<file path="config.mk">
export PLATFORM = sky130hd
export DESIGN_NAME = lz4d_out_q
export DESIGN_NICKNAME = d
export VERILOG_FILES = /design/src/rtl/core/lz4d_pkg.sv /design/src/rtl/core/lz4d_out_q.sv
export SDC_FILE = /design/constraint.sdc
export NUM_CORES = 1
export LEC_CHECK = 0
export BUFFER_PORTS_ARGS = -buffer_cell sky130_fd_sc_hd__buf_2
export CAP_MARGIN = 20
export CORE_ASPECT_RATIO = 0.7
export CORE_UTILIZATION = 46
export DETAILED_ROUTE_END_ITERATION = 10
export PLACE_DENSITY = 0.74
export RECOVER_POWER = 100
export SYNTH_ARGS = -nofsm -noshare
export SYNTH_HDL_FRONTEND = slang
export SYNTH_SLANG_ARGS = --single-unit
</file>
<file path="constraint.sdc">
create_clock -name clk -period 1.9 [get_ports clk]
set_input_delay 0.19 -clock clk [delete_from_list [all_inputs] [get_ports clk]]
set_output_delay 0.19 -clock clk [all_outputs]
set_load 0.01 [all_outputs]
</file>
<file path="src/rtl/core/lz4d_pkg.sv">
// Shared types and constants for the LZ4 block decoder.
// Used by the output queue, the match copy engine and the top level.
package lz4d_pkg;

	// History store size and the longest run of match bytes per word in.
	localparam int OUT_BYTES = 4096;
	localparam int MAX_RUN   = 64;

	localparam int ADDR_W = $clog2(OUT_BYTES);
	localparam int POS_W  = 13;
	localparam int LEN_W  = 17;
	localparam int DIST_W = 16;
	localparam int RUN_W  = $clog2(MAX_RUN + 1);

	localparam logic [POS_W-1:0] OUT_LIMIT = POS_W'(OUT_BYTES);

	typedef enum logic [1:0] {
		KIND_BYTE  = 2'd0,
		KIND_NONE  = 2'd1,
		KIND_DONE  = 2'd2,
		KIND_ERROR = 2'd3
	} kind_t;

	typedef enum logic [2:0] {
		ERR_NONE           = 3'd0,
		ERR_TRUNCATED      = 3'd1,
		ERR_LIT_OVERFLOW   = 3'd2,
		ERR_BAD_OFFSET     = 3'd3,
		ERR_MATCH_OVERFLOW = 3'd4,
		ERR_NO_FINAL_LIT   = 3'd5
	} err_t;

	// One result word as it leaves the decoder.
	typedef struct packed {
		kind_t            kind;
		logic [7:0]       out_byte;
		err_t             error_code;
		logic [POS_W-1:0] decoded_length;
		logic             more_pending;
		logic             last;
	} result_t;

	// Access request to the history RAM.
	typedef struct packed {
		logic              we;
		logic [ADDR_W-1:0] waddr;
		logic [7:0]        wdata;
		logic              re;
		logic [ADDR_W-1:0] raddr;
	} ram_req_t;

endpackage

</file>
<file path="src/rtl/core/lz4d_out_q.sv">
// Two-word output queue between the decoder core and the result channel.
// Depends on lz4d_pkg for the result word type.
module lz4d_out_q import lz4d_pkg::*; (
	input  logic    clk,
	input  logic    arst_n,
	input  logic    push,
	input  result_t push_data,
	output logic    full,
	output logic    out_valid,
	input  logic    out_stall,
	output result_t out_data
);

	result_t    slot_q [2];
	logic       wr_ptr_q;
	logic       rd_ptr_q;
	logic [1:0] count_q;
	logic       pop;

	assign out_valid = (count_q != 2'd0);
	assign full      = (count_q == 2'd2);
	assign pop       = out_valid && !out_stall;
	assign out_data  = slot_q[rd_ptr_q];

	// Pointers and fill count.
	always_ff @(posedge clk or negedge arst_n) begin
		if (!arst_n) begin
			wr_ptr_q <= 1'b0;
			rd_ptr_q <= 1'b0;
			count_q  <= 2'd0;
		end else begin
			if (push) begin
				wr_ptr_q <= !wr_ptr_q;
			end
			if (pop) begin
				rd_ptr_q <= !rd_ptr_q;
			end
			count_q <= 2'(count_q + {1'b0, push} - {1'b0, pop});
		end
	end

	// Word storage.
	always_ff @(posedge clk) begin
		if (push) begin
			slot_q[wr_ptr_q] <= push_data;
		end
	end

endmodule

</file>
==> summary.txt <==
Run status
  • Status: finished clean

Global routing
  • Antenna violations before repair: 0
  • First-pass GRT wire length: 5340 um
  • Grt total ovfl: 0
  • Largest net degree at the start of global routing: 30
  • Global-route usage over all layers: 15.2%
  • Vias in the first global route: 1200

Cells and area
  • N_diodes: 0
  • Net count reported at finish: 214
  • Share of layout cells above drive strength 1: 33.9%
  • Final std cells w/o fill: 249
  • Post-route cell area: 0.00275 sq mm
  • Fill count: 378
  • Final core utilization: 60.7%
  • Most frequent cells in the layout: edfxtp_1, clkbuf_1, buf_2, mux2_2
  • Area growth syn-to-layout: 21.0%
  • Most common cell after layout, fill and taps aside: edfxtp_1

Pwr
  • Tot Pwr: 3.88 mW
  • Power per Cell Area: 1410 mW/mm^2
  • Peak VDD IR: 0.000669 V
  • Leak Pwr: 0.994 nW

Worst setup path
  • Critical Path AT: 1660 ps
  • Critical path buffers and inverters: 1
  • Delay-heaviest family, CP: simple AND/OR/NAND/NOR gates
  • Crit path cell chain: nor2b_1, buf_4
  • CP Class: reg2reg
  • Required @ worst endpoint: 1920 ps
  • Crit end category: flop
  • Critical path fanouts, max: 11
  • Setup crit start kind: flop
  • Largest stage delay, worst path: 610 ps
  • Crit-path slowest cell: nor2b_1

Worst hold path
  • Worst hold path type: in2reg

Placement
  • Quantity of I/O buffers inserted on ports: 61
  • Placed Instances: 234
  • Estimated wirelength of the detail-placed design: 2450 um
  • RePlAce Congestion: 0.616
  • Placed instance area: 0.00268 sq mm

Clocking
  • H-tree depth: 3
  • CTS Buffer Depth: 2
  • Post-CTS Resized: 0
  • CTS tree: done
  • Num CTS Buffers: 9
  • Clock sinks: 60
  • CTS clock-pin slew for the worst setup and hold paths: 60 ps
  • Number of hold buffers added after cts: 1
  • Setup bufs post-CTS: 0
  • Clock latency on the worst-skew pair: 330 ps
  • Root Buffer: clkbuf_8

Floorplanning
  • Core Area: 0.00453 sq mm
  • Die W: 86 um
  • Initial Utilization: 50.2%
  • Chip height: 60.8 um
  • Die area: 0.00523 sq mm
  • Num rows: 20
  • # IOs: 62

Detailed routing
  • Post-route ant nets: 0
  • DRC errors left: 0
  • Vias per std cell: 4.69
  • Initial drt markers: 14
  • Drt total wl: 3440 um
  • Vias: 1167
  • DR WL/cell: 13.8 um
  • Pre-Repair DR Iteration Count: 4

Synth
  • Cell count after synthesis: 105
  • Top-area cell type share of the netlist area: 74.0%
  • Syn nets: 139
  • Largest area contributor in the netlist: edfxtp_1
  • Post-Syn Area: 0.00227 sq mm
  • Unique masters post-synth: 15
  • Post-Syn Area per Cell: 21.6 sq um
  • Seq/Total Area, Yosys: 78.4%
  • #FFs+latches synth: 60
  • Synth warn: 0
  • Top cells by area, synth: edfxtp_1, mux2_2, mux2_4

STA
  • # setup viols final: 0
  • Final period util: 86.5%
  • Final Hold Fails: 0
  • Minimum clock period: 1640 ps
  • Fmax: 608 MHz
  • Slew Limit Headroom: 44.8%
  • Worst-Margin Slew: 828 ps
  • TNS Setup: 0 ps
  • Clk_skew: 5.79 ps
  • Unrepaired setup endpoints after global routing: no
  • Count of pins over their slew limit: 0

Job
  • Max Cap Viol: 0
[logic make-up (layout without fill, tap and decap cells)]
| kind of cell | after synthesis | count (layout) | share of synthesized area, % |
|---|---|---|---|
| buffers and inverters | 6 | 84 | 1.98 |
| xor gates and xnor gates | 4 | 4 | 1.54 |
| DFF | 60 | 60 | 78.4 |
| adders and majority gates | 2 | 2 | 1.10 |
| and+or+nand+nor | 4 | 4 | 1.10 |
| AOI/OAI and AO/OA | 1 | 1 | 0.331 |
| muxes | 28 | 28 | 15.5 |
[area by class of cell]
cell class                      count  area [sq um]  area share, %
Tap cell                           66          82.6           3.00
Clock buffer                       10           128           4.64
Multi-Input combinational cell     39           412           15.0
Sequential cell                    60          1780           64.8
Inverter                            3          11.3          0.410
Clock inverter                      4          18.8          0.683
Timing Repair Buffer               67           315           11.5
[cells in the mapped netlist, drive strengths merged]
library cell,count
edfxtp,56
mux2,28
dfrtp,4
buf,3
inv,3
xnor2,3
ha,2
nor2b,2
and2,1
o21bai,1
or2,1
xor2,1
[per-layer routing]
layer | track usage, % | part of all wire (%) | up-vias
li1 | - | - | 550
met1 | 14.8 | 39 | 564
met2 | 26.0 | 50 | 46
met3 | 8.71 | 8.8 | 7
met4 | 9.29 | 1.7 | 0
met5 | 0 | 0 | -
[worst reg2reg max path: stages (launching register included)]
cell	delay, ps
dfrtp_1	400
nor2b_1	610
buf_4	330
[sequential cells by signal, indices dropped and copies added, names as in the netlist]
name      count
count_q       2
wr_ptr_q      1
slot_q       56
rd_ptr_q      1
[power breakdown]
part           leakage [nW]  internal [mW]  switching (mW)
clock                0.0792          0.445           0.410
combinational         0.342          0.537           0.633
sequential            0.572           1.77          0.0815
total                 0.994           2.75            1.12
[worst paths after layout]
check / start / endpoint / slack, ps / cells past startpoint
hold reg to reg: wr_ptr_q$_DFFE_PN0P_ / wr_ptr_q$_DFFE_PN0P_ / 490 / 1
setup reg to reg: wr_ptr_q$_DFFE_PN0P_ / slot_q[0][19]$_DFFE_PP_ / 260 / 2
setup / recovery: wr_ptr_q$_DFFE_PN0P_ / slot_q[0][19]$_DFFE_PP_ / 260 / 2
hold / removal: push_data[2] / slot_q[0][2]$_DFFE_PP_ / 50 / 1
max in group asynchronous: arst_n / wr_ptr_q$_DFFE_PN0P_ / 1480 / 2
min in group asynchronous: arst_n / count_q[1]$_DFF_PN0_ / 240 / 2
[stage by stage]
stage	hold WS (ps)	worst slack, ps
CTS	29.1	253
global route	27.1	92.6
global placement	-4.45	403
detailed placement	0.219	319
finish	52.6	256
floorplan	-106	342
Note: power is estimated with default switching activity, not from simulation.
