**src/rtl/core/lz4d_pkg.sv**
```systemverilog
// Shared types and constants for the LZ4 block decoder.
// Used by the output queue, the match copy engine and the top level.
package lz4d_pkg;

	// History store size and the longest run of match bytes per word in.
	localparam int OUT_BYTES = 4096;
	localparam int MAX_RUN   = 64;

	localparam int ADDR_W = $clog2(OUT_BYTES);
	localparam int POS_W  = 13;
	localparam int LEN_W  = 17;
	localparam int DIST_W = 16;
	localparam int RUN_W  = $clog2(MAX_RUN + 1);

	localparam logic [POS_W-1:0] OUT_LIMIT = POS_W'(OUT_BYTES);

	typedef enum logic [1:0] {
		KIND_BYTE  = 2'd0,
		KIND_NONE  = 2'd1,
		KIND_DONE  = 2'd2,
		KIND_ERROR = 2'd3
	} kind_t;

	typedef enum logic [2:0] {
		ERR_NONE           = 3'd0,
		ERR_TRUNCATED      = 3'd1,
		ERR_LIT_OVERFLOW   = 3'd2,
		ERR_BAD_OFFSET     = 3'd3,
		ERR_MATCH_OVERFLOW = 3'd4,
		ERR_NO_FINAL_LIT   = 3'd5
	} err_t;

	// One result word as it leaves the decoder.
	typedef struct packed {
		kind_t            kind;
		logic [7:0]       out_byte;
		err_t             error_code;
		logic [POS_W-1:0] decoded_length;
		logic             more_pending;
		logic             last;
	} result_t;

	// Access request to the history RAM.
	typedef struct packed {
		logic              we;
		logic [ADDR_W-1:0] waddr;
		logic [7:0]        wdata;
		logic              re;
		logic [ADDR_W-1:0] raddr;
	} ram_req_t;

endpackage

```
**src/rtl/core/lz4d_copy.sv**
```systemverilog
// Match copy engine: reads history one byte ahead, writes each byte back and emits it.
// Depends on lz4d_pkg for widths and the RAM request type.
module lz4d_copy import lz4d_pkg::*; (
	input  logic              clk,
	input  logic              arst_n,
	input  logic              start,
	input  logic [POS_W-1:0]  start_pos,
	input  logic [DIST_W-1:0] distance,
	input  logic [RUN_W-1:0]  run,
	input  logic              space,
	input  logic [7:0]        rdata,
	output ram_req_t          ram_req,
	output logic              push,
	output logic [7:0]        push_byte,
	output logic              push_last,
	output logic              busy
);

	logic              busy_q;
	logic              rd_pend_q;
	logic [ADDR_W-1:0] wr_ptr_q;
	logic [ADDR_W-1:0] rd_ptr_q;
	logic [RUN_W-1:0]  left_q;
	logic              fwd_q;
	logic [7:0]        fwd_data_q;

	logic [7:0] data;
	logic       take;
	logic       is_last;
	logic       issue;

	// A read that hit the entry written in the same cycle takes the forwarded byte.
	assign data    = fwd_q ? fwd_data_q : rdata;
	assign take    = busy_q && rd_pend_q && space;
	assign is_last = (left_q == RUN_W'(1));
	assign issue   = busy_q && (!rd_pend_q || (take && !is_last));

	assign ram_req.we    = take;
	assign ram_req.waddr = wr_ptr_q;
	assign ram_req.wdata = data;
	assign ram_req.re    = issue;
	assign ram_req.raddr = rd_ptr_q;

	assign push      = take;
	assign push_byte = data;
	assign push_last = take && is_last;
	assign busy      = busy_q;

	// Copy control: pointers, byte count and the read-ahead flag.
	always_ff @(posedge clk or negedge arst_n) begin
		if (!arst_n) begin
			busy_q    <= 1'b0;
			rd_pend_q <= 1'b0;
			wr_ptr_q  <= '0;
			rd_ptr_q  <= '0;
			left_q    <= '0;
			fwd_q     <= 1'b0;
		end else if (start) begin
			busy_q    <= 1'b1;
			rd_pend_q <= 1'b0;
			wr_ptr_q  <= start_pos[ADDR_W-1:0];
			rd_ptr_q  <= start_pos[ADDR_W-1:0] - distance[ADDR_W-1:0];
			left_q    <= run;
		end else begin
			if (issue) begin
				rd_ptr_q  <= rd_ptr_q + ADDR_W'(1);
				rd_pend_q <= 1'b1;
				fwd_q     <= take && (rd_ptr_q == wr_ptr_q);
			end
			if (take) begin
				wr_ptr_q <= wr_ptr_q + ADDR_W'(1);
				left_q   <= left_q - RUN_W'(1);
				if (is_last) begin
					busy_q    <= 1'b0;
					rd_pend_q <= 1'b0;
				end
			end
		end
	end

	// Byte held for forwarding.
	always_ff @(posedge clk) begin
		if (issue) begin
			fwd_data_q <= data;
		end
	end

endmodule

```
**config.mk**
```make
export PLATFORM = sky130hd
export DESIGN_NAME = lz4d_copy
export DESIGN_NICKNAME = d
export VERILOG_FILES = /design/src/rtl/core/lz4d_pkg.sv /design/src/rtl/core/lz4d_copy.sv
export SDC_FILE = /design/constraint.sdc
export NUM_CORES = 1
export LEC_CHECK = 0
export BUFFER_PORTS_ARGS = -buffer_cell sky130_fd_sc_hd__buf_2
export CAP_MARGIN = 25
export CORE_MARGIN = 1.5
export CORE_UTILIZATION = 40
export CTS_BUF_LIST = sky130_fd_sc_hd__clkbuf_8
export DETAILED_ROUTE_END_ITERATION = 10
export PLACE_DENSITY = 0.65
export REMOVE_ABC_BUFFERS = 1
export SKIP_CTS_REPAIR_TIMING = 1
export SYNTH_ARGS = -nofsm -noshare
export SYNTH_HDL_FRONTEND = slang
export SYNTH_SLANG_ARGS = --single-unit
export TNS_END_PERCENT = 100
```
**constraint.sdc**
```tcl
create_clock -name clk -period 2.6 [get_ports clk]
set_clock_uncertainty 0.1 [all_clocks]
set_input_delay 0.52 -clock clk [delete_from_list [all_inputs] [get_ports clk]]
set_output_delay 0.52 -clock clk [all_outputs]
set_load 0.1 [all_outputs]
```
==> flow_results.org, run 1 <==
** Clock network
- Skew-Pair Late Insertion Delay :: 0.29 ns
- The clock tree synthesis step divided the H-tree into 2 levels.
- Clock tree synthesis inserted a total of 5 buffers.
- Number of buffers on the longest clock path :: 2
- Clock transition at the registers of the reported paths :: 0.08 ns
- In this run the clock root is driven by a clkbuf_8.
- Clock tree from TritonCTS :: done
- CTS sink count :: 42

** Worst setup path
- The worst setup path is captured at a primary output.
- Data on the critical path arrives at its endpoint at 1.74 ns.
- Crit path max-delay family :: simple AND/OR/NAND/NOR gates
- For this run, the slowest stage of the critical path takes 0.43 ns.
- CP Launch Type :: flip-flop
- Worst-path cell with the longest stage delay :: or3_4
- The signal on the critical path passes through or3_4, nor4_1, buf_4, buf_12.
- Logic depth of the worst register-to-register path :: 7
- Along the worst path, the maximum fanout reaches 4.
- For the worst setup path, the data required time is ~2.0 ns.
- The number of buffers and inverters on the critical path is 2.
- The critical path is of the flip-flop to primary output type.
- The critical path crosses 4 cells after its start point.

** Floorplanning
- Measured along the x axis, the die boundary spans 87.71 µm.
- Core Footprint :: approximately 0.007 mm²
- The die covers slightly below 0.008 mm².
- Initial Utilization :: 41.79%
- Row generation in the floorplan step produced 30 rows.
- IO Pins :: 93
- From bottom edge to top edge, the die measures 87.71 µm.

** Power and ir drop
- Areal power density over the cells :: 700.6 mW/mm²
- Leakage power :: between 1.5 and 2 nW
- The worst-case IR drop observed on VDD is 0.2396 mV.

** Synth
- Synthesized netlist cell count :: 306
- Post-synth EDFFs :: 8
- After synthesis, the share of flip-flops with an asynchronous set or reset is 80.95%.
- Leading cell types by total area after synthesis :: dfrtp_1 30%, xor2_1 9.2%, edfxtp_1 8.4%, ha_1 6.5%, xnor2_1 6.1%
- A synthesized cell averages ~9.4 µm².
- Sequential fraction of the synthesis area :: 38.01%
- Count of different cell masters after synthesis :: 47
- Area share of the largest cell type after synthesis :: 29.64%
- For this run, the number of Yosys warnings is 0.
- Cell taking the most area after synthesis :: dfrtp_1
- Synthesized cell area :: 0.002870 mm²
- The synthesized design contains 42 register bits.
- Most frequently used flop master after synthesis :: dfrtp_1

** Finish
- Of the cells placed in the final design, the portion with a size suffix greater than 1 is 29.20%.
- Layout-stage area growth over the synthesis result :: 20.10%
- Cells fill 50.18% of the core in the end.
- After the last flow step, the layout net total stands at between 400 and 500.

** Worst hold path
- The path class of the tightest hold or removal check is primary input to async pin.

** STA
- Relative slew slack :: 47.93%
- The smallest clock period supported by the final layout is computed as 2.363 ns.
- Based on the critical path, the design can be clocked at up to 423.2 MHz.
- Number of endpoints failing setup at the final stage :: 0
- Slew at the pin closest to its max-slew limit :: about 0.8 ns
- Fraction of the cycle the final worst path needs :: 90.88%
- Minimum setup slack in the final design :: 0.2370 ns
- RSZ-0062 raised after global routing :: false
- Count of final hold-check violations :: 0
- Number of pins exceeding their max-slew limit in the final report :: 0

** Status
- Outcome :: complete, no violations

** Global routing
- The first global-routing pass estimated 10580 µm of wire.
- Via count of the first global-routing pass :: 2316
- In the global route stage, overall resource usage came out at 17.65%.
- Entering global routing, the biggest net connects 52 pins.
- The number of antenna violations at the first check in global routing was 1.
- Total global routing overflow :: 0

** Placement
- Worst slack at placement :: ~0.065 ns
- The congestion estimate from routability-driven global placement came to roughly 0.83.
- Total of buffers placed on input and output ports :: a little under 90
- DP HPWL :: 5097 µm

** Flow run
- Max-cap violations :: 0

** Routing
- The detailed router finished its first iteration with 78 violations.
- Detailed routing inserted a total of roughly 2400 vias.
- Wires add up to 6619 µm.
- Remaining antenna violation count after routing :: 0
- Number of vias per cell after detailed routing :: 5.045
- After detailed routing, the average wire length per cell comes to around 14 µm.
- DRC Markers :: 0
- Detailed-routing iteration count for the pre-antenna-repair pass :: 4
==> where the power goes <==
part | switching (mW) | total (mW) | leakage [nW] | internal (mW)
sequential | 0.126 | 0.885 | 0.488 | 0.758
combinational | 0.870 | 1.14 | 1.07 | 0.266
clock | 0.215 | 0.394 | 0.0519 | 0.179
==> layout make-up <==
cell class                 count  area [µm²]
timing repair buffer          91       480.5
sequential                    42        1091
inverter                      17       65.06
clock inverter                 3       11.26
tap                           96       120.1
antenna                        1       2.502
clock buffer                   5       68.82
fill                         648        3422
multi-input combinational    229        1608
==> layout by cell type, fill, tap and decap left out, types with 2 or more instances in the layout <==
cell       n
a21o_1     3
a21oi_1   12
a31oi_1    2
and3_1     3
and4_1     2
buf_2     86
buf_4      4
clkbuf_8   5
dfrtp_1   34
edfxtp_1   8
ha_1      15
inv_1     18
mux2_2     8
mux2i_1    5
nand2_1   34
nand2b_1   5
nand3_1    9
nand4_1    9
nor2_1    12
nor3_1     5
nor4_1     3
o21ai_0   31
o21ai_1    2
xnor2_1   20
xor2_1    30
==> registers in the layout, summed over array words and instances, names as in the netlist <==
register and count:
rd_pend_q 1, wr_ptr_q 12, rd_ptr_q 12, fwd_data_q 8
busy 1, left_q 7, fwd_q 1
==> routing by layer <==
layer	global-route usage, %	up-vias	share of wire [%]
met5	0	-	0
met3	2.356	7	4.7
met2	30.74	86	47
met4	7.215	0	1.9
li1	-	1218	-
met1	21.95	1131	46
==> Yosys cell counts, types with 2 or more instances <==
cell type  count
a21o_1         3
a21oi_1       12
a31oi_1        2
and3_1         3
and4_1         2
buf_4         10
clkbuf_1       6
dfrtp_1       34
edfxtp_1       8
ha_1          15
inv_1         15
mux2_2         8
mux2i_1        5
nand2_1       34
nand2b_1       5
nand3_1        9
nand4_1        9
nor2_1        12
nor3_1         5
nor4_1         3
o21ai_0       31
o21ai_1        2
xnor2_1       20
xor2_1        30
==> through the flow <==
stage | setup TNS (ns) | area [µm²] | hold slack [ns] | power (mW) | cells
6_report | 0 | 3447 | 0.2020 | 2.415 | 484
5_1_grt | 0 | 3447 | 0.2602 | 2.541 | 484
4_1_cts | 0 | 3445 | 0.2205 | 2.429 | 483
3_5_place_dp | 0 | 3364 | 0.4704 | 2.029 | 475
3_3_place_gp | 0 | 3364 | 0.4611 | 2.018 | 475
2_1_floorplan | -9.064 | 2764 | 0.1244 | 1.779 | 288
==> cell families after synthesis <==
kind of cell	after synthesis	synth area share, %
mux	13	4.882
compound gates	57	11.42
buf+inv	35	5.971
simple gates	93	17.22
xor+xnor	50	15.26
fa+ha+maj	16	7.236
flops	42	38.01
==> final timing paths <==
kind	start	to	slack [ns]
min reg2reg	left_q[5]	left_q[5]	0.48
max	left_q[3]	push_last	0.24
min	arst_n	rd_ptr_q[0]	0.20
min in group clk	run[2]	left_q[2]	0.34
max in group asynchronous	arst_n	wr_ptr_q[7]	1.70
max reg2reg	left_q[3]	rd_ptr_q[11]	0.62
Note: power is estimated with default switching activity, not from simulation.
==> run 2, diff against run 1 <==
RECOVER_POWER = 100   (was unset)
==> run 2 against run 1 <==
  * The run now ends with max-capacitance violations, max-slew violations left
  * Wire length shrank 0.33%
  * Final cell count decreased by 0.21%
  * First-iteration DRC count rose by 27%
  * Worst hold slack better by 0.13 ns
  * Global-route usage did not move
  * Critical path type unchanged
  * Critical endpoint is now ram_req[12]
  * Highest routed layer unchanged
==> flow_results.org, run 2 (same netlist as run 1, synthesis figures left out) <==
** Power and ir drop
- Power share of the clock group :: 16.4%
- The completed layout was analyzed and its total power is 2.391 mW.
- For this design the static power due to leakage is 1.524 nW.
- Combinational logic is responsible for 46.4% of the overall power.
- Worst vdd rail ir drop :: 0.2383 mV
- Internal power :: 1.180 mW
- Relative contribution of sequential cells to total power :: 37.1%
- The analysis attributes to net switching a power of 1.211 mW.
- Areal power density over the cells :: 704.8 mW/mm²
- Of the total power, the share spent switching nets is 50.64%.

** Floorplanning
- IO Pins :: 93
- Row generation in the floorplan step produced 30 rows.
- Area enclosed by the die boundary :: 0.007693 mm²
- From bottom edge to top edge, the die measures 87.71 µm.
- Core Footprint :: 0.006869 mm²
- The initial utilization of the core area, before any placement, comes to 41.79%.
- Width of the die :: 87.71 µm

** Clock network
- After clock tree synthesis, the clock-pin slew on the worst setup and hold paths is 0.08 ns.
- Counting every sink on the clock net gives between 40 and 50.
- Clock tree from TritonCTS :: done
- Depth of the CTS H-tree :: 2
- Number of buffers on the longest clock path :: 2
- Clock buffer count from CTS :: 5
- At the later pin of the worst-skew pair, clock insertion delay measures between 0.2 and 0.3 ns.
- CTS Root Cell :: clkbuf_8

** Worst setup path
- Largest driver fanout on the critical path :: 4
- At the worst endpoint, the arrival time is 1.78 ns.
- The setup check on the worst reg-to-reg path leaves a slack of 0.23 ns.
- Crit. End Element :: primary output
- The worst register-to-register path begins at left_q[0].
- Logic depth of the worst register-to-register path :: 9
- STA classifies the critical path startpoint as a flip-flop.
- Data required, critical path :: 1.98 ns
- The endpoint identified for the worst register-to-register timing path is rd_ptr_q[8].
- The critical path is of the flip-flop to primary output type.

** STA
- The number of hold violations in the final report came to 0.
- Number of pins exceeding their max-slew limit in the final report :: 35
- Minimum period implied by the final worst setup slack :: 2.398 ns
- The worst pin sits at a relative slew slack of -21.98%.
- Number of endpoints failing setup at the final stage :: 0
- For the pin with the worst max-slew slack, the measured transition is 1.830 ns.
- Setup repair after global routing left no endpoint under its margin.
- Fraction of the cycle the final worst path needs :: ~90%
- Peak Freq :: 417.0 MHz

** Placement
- The wire-length estimate of the detail-placed layout is 5097 µm.
- Total of buffers placed on input and output ports :: 87
- Once placement finished, the instance area stood at 0.003364 mm².
- Routability cong. :: 0.8262
- Counting tap cells, the placed design contains a total of 475 instances.

** Global routing
- The via count of the first global-routing pass came to about 2300.
- Total GRT Usage :: 17.65%
- Total global routing overflow :: 0
- Initial antenna violation count :: 0
- Entering global routing, the biggest net connects between 50 and 60 pins.
- The first global-routing pass estimated 10580 µm of wire.

** Routing
- Count of vias placed by the detailed router :: approximately 2400
- Met3 WL :: 300 µm
- After detailed routing, the average wire length per cell comes to 13.66 µm.
- In the routed design, unresolved DRC markers number 0.
- Wire length reported by the detailed router :: 6597 µm
- The detailed router put a total of 3051 µm of wire on met1.
- In this run, the number of DRC markers left after iteration 0 of detailed routing was 99.
- Number of vias per cell after detailed routing :: between 5 and 6
- Wire segments on met2 add up to around 3100 µm in the final route.
- Top sig layer :: met4
- The count of nets left with antenna violations once routing finished came out at 0.
- The first TritonRoute pass finished after 4 iterations.

** Worst hold path
- Number of stages on the worst hold path :: 3
- Path class of the lowest-slack min-delay path :: primary input to flip-flop
- Worst min-delay path startpoint :: run[5]
- The worst hold path terminates at left_q[5].

** Finish
- Fill cell instance count of the final layout :: 665
- Of the cells placed in the final design, the portion with a size suffix greater than 1 is 19.12%.
- Final design instance area without fill :: roughly 0.0034 mm²
- Number of non-filler instances in the completed layout :: 483
- The final layout contains 450 nets.
- The largest registers in the layout are rd_ptr_q: 12 flops, wr_ptr_q: 12 flops, fwd_data_q: 8 flops.
- From synthesis to final layout, the design area changed by 18.18%.
- In the layout the commonest cells are 42 x buf_2, 34 x nand2_1, 34 x dfrtp_1, 33 x o21ai_0, 30 x xor2_1.
- The number of antenna diodes in the final layout is 0.
- At the end of the flow the core is filled with cells to 49.38%.
- Most common cell after layout, fill and taps aside :: buf_2

** Flow run
- Max-cap violations :: 1

** Status
- The final reports fail on max-capacitance violations, max-slew violations.
- Outcome :: finished, violations left
run 2: cell types whose count changed in the layout (fill, tap and decap cells not counted), moves of 2 or more:
cell      delta
buf_2       -44
clkbuf_1    +28
clkbuf_2    +20
mux2_1       +8
mux2_2       -8
buf_4        -4
o21ai_0      +2
o21ai_1      -2
run 2: layout make-up:
class	instances	area, µm²	area share (%)
Multi-Input combinational cell	229	1600	47.18
Sequential cell	42	1091	32.17
Timing Repair Buffer	91	435.4	12.84
Tap cell	96	120.1	3.541
Clock buffer	5	68.82	2.029
Inverter	17	65.06	1.918
Clock inverter	3	11.26	0.3320
run 2: critical path, stage by stage (launching register included):
cell	delay, ns
dfrtp_1	0.41
or3_4	0.43
o211ai_4	0.20
inv_1	0.07
clkbuf_2	0.37
run 2: how the worst max path moves through the flow:
stage,startpoint,to,depth (start not counted)
CTS,left_q[3],push_last,4
finish,left_q[3],ram_req[12],4
global route,left_q[3],push_last,4
floorplan,busy,push_last,2
detailed placement,start_pos[0],rd_ptr_q[8],11
global placement,start_pos[0],rd_ptr_q[8],11
run 2: metrics by stage:
stage	hold WS (ns)	setup slack, ns	setup TNS, ns
3_5_place_dp	0.4704	0.06477	0
5_1_grt	0.3480	0.06566	0
4_1_cts	0.2205	0.2262	0
6_report	0.3318	0.2019	0
3_3_place_gp	0.4611	0.09343	0
2_1_floorplan	0.1244	-2.364	-9.064
run 2: layer usage:
metal / vias to the layer above / GRT usage [%]
met2: 80 / 30.74
met4: 0 / 7.215
li1: 1218 / -
met1: 1124 / 21.95
met5: - / 0
met3: 7 / 2.356
run 2: power by group through the flow:
stage	registers [mW]	clock network [mW]	logic (mW)
after floorplan	1.34	0	0.435
after global placement	0.893	0	1.12
after detailed placement	0.897	0	1.13
after CTS	0.884	0.408	1.14
after global routing	0.902	0.437	1.18
final	0.887	0.393	1.11
